$ cat src/loki97_block_cipher_defines.svh
// Assertion helpers for the LOKI97 core.
`ifndef LOKI97_BLOCK_CIPHER_DEFINES_SVH
`define LOKI97_BLOCK_CIPHER_DEFINES_SVH

// Same-cycle implication, clocked on clk, off while arst_n is low.
`define LOKI97_ASSERT_NOW(lbl, ante, cons, msg) \
	lbl: assert property (@(posedge clk) disable iff (!arst_n) (ante) |-> (cons)) else $error(msg);

// Next-cycle implication.
`define LOKI97_ASSERT_NEXT(lbl, ante, cons, msg) \
	lbl: assert property (@(posedge clk) disable iff (!arst_n) (ante) |=> (cons)) else $error(msg);

`endif

$ cat src/loki97_pkg.sv
package loki97_pkg;

	localparam int ROUNDS         = 16;
	localparam int SCHEDULE_STEPS = 48;

	localparam logic [63:0] GOLDEN_DELTA = 64'h9E3779B97F4A7C15;
	localparam logic [13:0] POLY13       = 14'h2911;
	localparam logic [11:0] POLY11       = 12'hAA7;

	localparam logic CMD_DECRYPT = 1'b1;

	typedef enum logic [1:0] {
		ST_KEY,
		ST_IDLE,
		ST_RUN,
		ST_DONE
	} state_t;

	typedef enum logic [1:0] {
		REG_KEY_A,
		REG_KEY_B,
		REG_KEY_C,
		REG_KEY_D
	} reg_idx_t;

	// GF(2^13) multiply: carry-less product, then reduce from the top bit down.
	function automatic logic [12:0] gf13_mul(logic [12:0] a, logic [12:0] b);
		logic [24:0] prod;
		prod = '0;
		for (int i = 0; i < 13; i++) begin
			if (b[i]) prod = prod ^ (25'(a) << i);
		end
		for (int i = 24; i >= 13; i--) begin
			if (prod[i]) prod = prod ^ (25'(POLY13) << (i - 13));
		end
		return prod[12:0];
	endfunction

	function automatic logic [10:0] gf11_mul(logic [10:0] a, logic [10:0] b);
		logic [20:0] prod;
		prod = '0;
		for (int i = 0; i < 11; i++) begin
			if (b[i]) prod = prod ^ (21'(a) << i);
		end
		for (int i = 20; i >= 11; i--) begin
			if (prod[i]) prod = prod ^ (21'(POLY11) << (i - 11));
		end
		return prod[10:0];
	endfunction

	// S1: (x ^ 1FFF)^3 in GF(2^13), low byte
	function automatic logic [7:0] sbox13(logic [12:0] x);
		logic [12:0] v;
		logic [12:0] c;
		v = x ^ 13'h1FFF;
		c = gf13_mul(gf13_mul(v, v), v);
		return c[7:0];
	endfunction

	// S2: (x ^ 7FF)^3 in GF(2^11), low byte
	function automatic logic [7:0] sbox11(logic [10:0] x);
		logic [10:0] v;
		logic [10:0] c;
		v = x ^ 11'h7FF;
		c = gf11_mul(gf11_mul(v, v), v);
		return c[7:0];
	endfunction

endpackage

$ cat src/loki97_fn.sv
// Two-stage F function: keyed swap + first S-box layer + permutation into p_s1,
// second S-box layer combinational from p_s1 and the saved high key word.
module loki97_fn (
	input  logic        clk,
	input  logic        load,
	input  logic [63:0] arg_a,
	input  logic [63:0] key,
	output logic [63:0] result
);
	import loki97_pkg::*;

	localparam int SA_KIND[8]  = '{1, 2, 1, 2, 2, 1, 2, 1};
	localparam int SA_START[8] = '{56, 48, 40, 32, 24, 16, 8, 0};
	localparam int SB_W[8]     = '{3, 3, 5, 5, 3, 3, 5, 5};
	localparam int SB_USED[8]  = '{3, 6, 11, 16, 19, 22, 27, 32};

	logic [63:0]  p_s1;
	logic [31:0]  kl_s1;
	logic [63:0]  layer_a;
	logic [63:0]  swapped;
	logic [127:0] dbl;
	logic [31:0]  kr;
	logic [31:0]  al;
	logic [31:0]  ar;

	always_comb begin
		logic [12:0] win;
		logic [7:0]  s;
		kr = key[31:0];
		al = arg_a[63:32];
		ar = arg_a[31:0];
		swapped = {(al & ~kr) | (ar & kr), (ar & ~kr) | (al & kr)};
		dbl = {swapped, swapped};
		layer_a = '0;
		for (int k = 0; k < 8; k++) begin
			// rotate-right window, wrapping through the upper copy
			win = dbl[SA_START[k] +: 13];
			s = (SA_KIND[k] == 1) ? sbox13(win) : sbox11(win[10:0]);
			for (int b = 0; b < 8; b++) begin
				layer_a[8 * b + 7 - k] = s[b];
			end
		end
	end

	always_ff @(posedge clk) begin
		if (load) begin
			p_s1  <= layer_a;
			kl_s1 <= key[63:32];
		end
	end

	always_comb begin
		logic [4:0]  kb;
		logic [7:0]  pb;
		logic [12:0] idx;
		result = '0;
		for (int k = 0; k < 8; k++) begin
			kb  = 5'((kl_s1 >> (32 - SB_USED[k])) & ((32'd1 << SB_W[k]) - 32'd1));
			pb  = p_s1[56 - 8 * k +: 8];
			idx = {kb, pb};
			result[56 - 8 * k +: 8] = (SB_W[k] == 5) ? sbox13(idx) : sbox11(idx[10:0]);
		end
	end

endmodule

$ cat config.mk
export PLATFORM = sky130hd
export DESIGN_NAME = loki97_fn
export DESIGN_NICKNAME = d
export VERILOG_FILES = /design/src/loki97_block_cipher_defines.svh /design/src/loki97_pkg.sv /design/src/loki97_fn.sv
export SDC_FILE = /design/constraint.sdc
export NUM_CORES = 2
export LEC_CHECK = 0
export ABC_AREA = 1
export BUFFER_PORTS_ARGS = -buffer_cell sky130_fd_sc_hd__clkbuf_2
export CORE_MARGIN = 1
export CORE_UTILIZATION = 65
export DETAILED_ROUTE_END_ITERATION = 8
export PLACE_DENSITY_LB_ADDON = 0.25
export SYNTH_ARGS = -nofsm -noshare
export SYNTH_HDL_FRONTEND = slang
export SYNTH_SLANG_ARGS = --single-unit
export TNS_END_PERCENT = 20
$ cat constraint.sdc
create_clock -name clk -period 6.7 [get_ports clk]
set_input_delay 0.67 -clock clk [delete_from_list [all_inputs] [get_ports clk]]
set_output_delay 0.67 -clock clk [all_outputs]
set_load 0.02 [all_outputs]
==> results.txt <==
Across the run, the number of max-cap violations was 0. Clock tree synthesis found a total of 96 sinks. At the pin with the least slew margin, the transition time is 1250 ps. Across every metal layer, demand over resource in global routing totals 35.3%. The number of routed nets with antenna violations is 0.

A synthesized cell averages 6.51 sq um. The clock passes through at most 2 buffers. Sorting the synthesized cells by area gives the leading types as sky130_fd_sc_hd__xor2_1, sky130_fd_sc_hd__xnor2_1, sky130_fd_sc_hd__nand2_1, sky130_fd_sc_hd__nor2_1, sky130_fd_sc_hd__edfxtp_1. For this design, the slowest cell found on the critical path is sky130_fd_sc_hd__edfxtp_1. Registers take 2880 sq um. The kind of cell adding the most delay to the critical path is XOR/XNOR gates.

In this run the cell area measured after placement is 34100 sq um. 194 I/O pins were placed. The cell repeated most along the worst path is sky130_fd_sc_hd__xor2_1. The final number of max-transition violations came out at 0. The number of endpoints with negative hold slack in the final report came to 0. The number of buffers inserted to repair setup after CTS came out at 0. The most used flip-flop cell after synthesis is sky130_fd_sc_hd__edfxtp_1. The overall die area came out at 50600 sq um.

The number of synthesis warnings is 0. The detailed-route wire length per cell is 15.7 um. The worst path meets setup with 481 ps of slack.

Summed over all failing endpoints, the final setup total negative slack is 0 ps. The tightest min-delay check is of the in -> reg type. Among all cell types in the netlist, the one instantiated most often is sky130_fd_sc_hd__xor2_1. Prior to clock tree synthesis, the placed netlist has a worst setup slack of 789 ps. The CTS buffer count is 9. In this run the clock root is driven by a sky130_fd_sc_hd__clkbuf_16. The starting DRC count in detailed routing came out at 2880. The flow ran to the end, and the final reports show no timing, DRC or antenna violations. The post-route cell area is 34400 sq um. The total area of multi-input combinational cells is 27300 sq um.

The effective utilization at floorplan is 65.9%. The critical path ends at result[5]. On the worst path, the slowest cell contributes a delay of 640 ps. STA puts the critical path data arrival time at 5550 ps.

The detailed placer's ending HPWL came out at 72.3 mm. STA classifies the critical path endpoint as an output port. Port buffering added 193 buffers. The instance count on the critical path is 20. Row generation in the floorplan step produced 81 rows.

After detailed routing, the number of vias per cell comes to 5.31. The number of iterations in the first detailed-routing pass is 6. After clock tree synthesis, the flow added hold-fix buffers numbering 0. The maximum number of pins on one net before global-route repair is 81. The final clock period utilization by the worst path is 92.8%.

The placeable core area is 49000 sq um. The global route total overflow is 0. Routability-driven placement finished with a final weighted congestion of 0.990.

The critical path is of the reg -> out type. The register clock-pin slew on the reported worst setup and hold paths is 90 ps. The number of antenna violations at the first check in global routing came out at 1. The layout net count came out at 5296. Synthesis produced 4960 cells. The headroom to the max-slew limit is 16.1%. Compared with the post-synthesis result, the final layout area differs by 6.65%. In the synthesized netlist, the cells that appear most often are sky130_fd_sc_hd__xor2_1, sky130_fd_sc_hd__nand2_1, sky130_fd_sc_hd__nor2_1.

Setup repair after global routing left no endpoint under its margin. STA classifies the critical path startpoint as a flop. The start point of the critical path is kl_s1[1].

The number of global-route vias before repair was 28700. At the worst endpoint, the required time is 6030 ps. The wire length after detailed routing came out at 90.8 mm. The proportion of register bits with asynchronous set or reset after synthesis came out at 0%. The first global-routing pass estimated 145 mm of wire. Setup violations remaining at the end of the flow were counted as 0.

The sequential element share of the synthesized area came out at 8.93%. The number of vias in the routed layout is 30800. The number of distinct library cells after synthesis is 47.

The floorplan step set the die width to 225 um. The fill cell total of the finished layout is 4338. CTS built an H-tree with a depth of 3.

TritonCTS built the clock tree. The number of DRC violations after detailed routing came out at 0. The minimum period implied by the final worst setup slack is 6220 ps.

The number of enable flip-flop cells after synthesis is 96. The post-synthesis sequential element count is 96. In this run the worst path has a maximum fanout of 11. The total buffers and inverters traversed by the critical path came out at 3. The highest clock frequency the design can meet came out at 0.161 GHz. The synthesized net count came out at 5130. The fraction of layout instances using a drive strength above 1 is 8.65%. The synthesized design devotes to its leading area cell type 36.6% of total area. The height of the die is 225 um. The mapped cell area is 32300 sq um. The largest total area in the synthesized netlist belongs to sky130_fd_sc_hd__xor2_1.

The critical path goes through inv_4 > nand2_1 > nand2_1 > xor2_2 > nand2_1 > nand2_1 > inv_1 > nand2_1 > nand2_1 > xor2_1 > nand2_1 > xor2_1 > xnor2_1 > xor2_1 > xor2_1 > xor2_1 > xor2_1 > xor2_1 > xor2_1 > clkbuf_2.
repair_timing:
action                                 CTS  global route
resized for setup                        0             1
setup endpoints to repair                0             4
endpoints found under the hold margin    0             0
worst min path at each step:
stage | from | endpoint | slack, ps | cells past startpoint
after floorplan | key[32] | kl_s1[0] | 770 | 0
after global placement | key[37] | kl_s1[5] | 850 | 1
after detailed placement | key[57] | kl_s1[25] | 850 | 1
after CTS | key[57] | kl_s1[25] | 420 | 1
after global routing | key[57] | kl_s1[25] | 430 | 1
final | key[57] | kl_s1[25] | 430 | 1
flip-flops by register name, indices dropped and copies added (netlist names):
signal	flops
kl_s1	32
p_s1	64
through the flow:
step           util [%]  hold slack [ps]  cells
2_1_floorplan         -              769   4960
3_3_place_gp       69.7              848   5779
3_5_place_dp       69.7              849   5779
4_1_cts            70.3              421   5795
5_1_grt            70.3              427   5795
6_report           70.3              428   5797
cell usage in the layout (no fill, tap or decap), types with 23 or more instances in the layout:
cell type,netlist,routed
sky130_fd_sc_hd__buf_4,11,76
sky130_fd_sc_hd__nand2_2,23,23
sky130_fd_sc_hd__a21oi_1,31,31
sky130_fd_sc_hd__o21ai_0,97,95
sky130_fd_sc_hd__nand2_1,1227,1227
sky130_fd_sc_hd__o21ai_1,27,29
sky130_fd_sc_hd__clkbuf_2,0,192
sky130_fd_sc_hd__xnor2_1,532,532
sky130_fd_sc_hd__nor2_1,773,772
sky130_fd_sc_hd__edfxtp_1,96,96
sky130_fd_sc_hd__inv_2,23,23
sky130_fd_sc_hd__inv_1,372,372
sky130_fd_sc_hd__ha_1,40,40
sky130_fd_sc_hd__or2_2,54,54
sky130_fd_sc_hd__nand3_1,68,68
sky130_fd_sc_hd__xor2_1,1350,1350
routing by layer:
layer | track usage [%] | routed length [um]
met2 | 60.1 | 42500
met1 | 45.2 | 38300
met3 | 4.96 | 7080
met5 | 0 | 0
met4 | 12.8 | 3010
cell type report:
| class | count | share of cell area [%] |
|---|---|---|
| Antenna cell | 2 | 0.0145 |
| Clock buffer | 9 | 0.654 |
| Clock inverter | 7 | 0.247 |
| Inverter | 410 | 4.49 |
| Multi-Input combinational cell | 4341 | 79.4 |
| Sequential cell | 96 | 8.37 |
| Tap cell | 664 | 2.41 |
| Timing Repair Buffer | 268 | 4.45 |
cell families (layout without fill, tap and decap cells):
| kind of cell | Yosys count | after routing | synth area share [%] |
|---|---|---|---|
| flops | 96 | 96 | 8.93 |
| simple gates | 2179 | 2179 | 26.5 |
| buf+inv | 523 | 694 | 6.45 |
| other cells | 0 | 2 | 0 |
| xor+xnor | 1916 | 1916 | 52.9 |
| fa+ha+maj | 40 | 40 | 1.55 |
| compound gates | 205 | 205 | 3.59 |
| mux | 1 | 1 | 0.0349 |
Power is not shown: default switching activity piles up to over one toggle a cycle in this logic, so the estimate is an artifact.
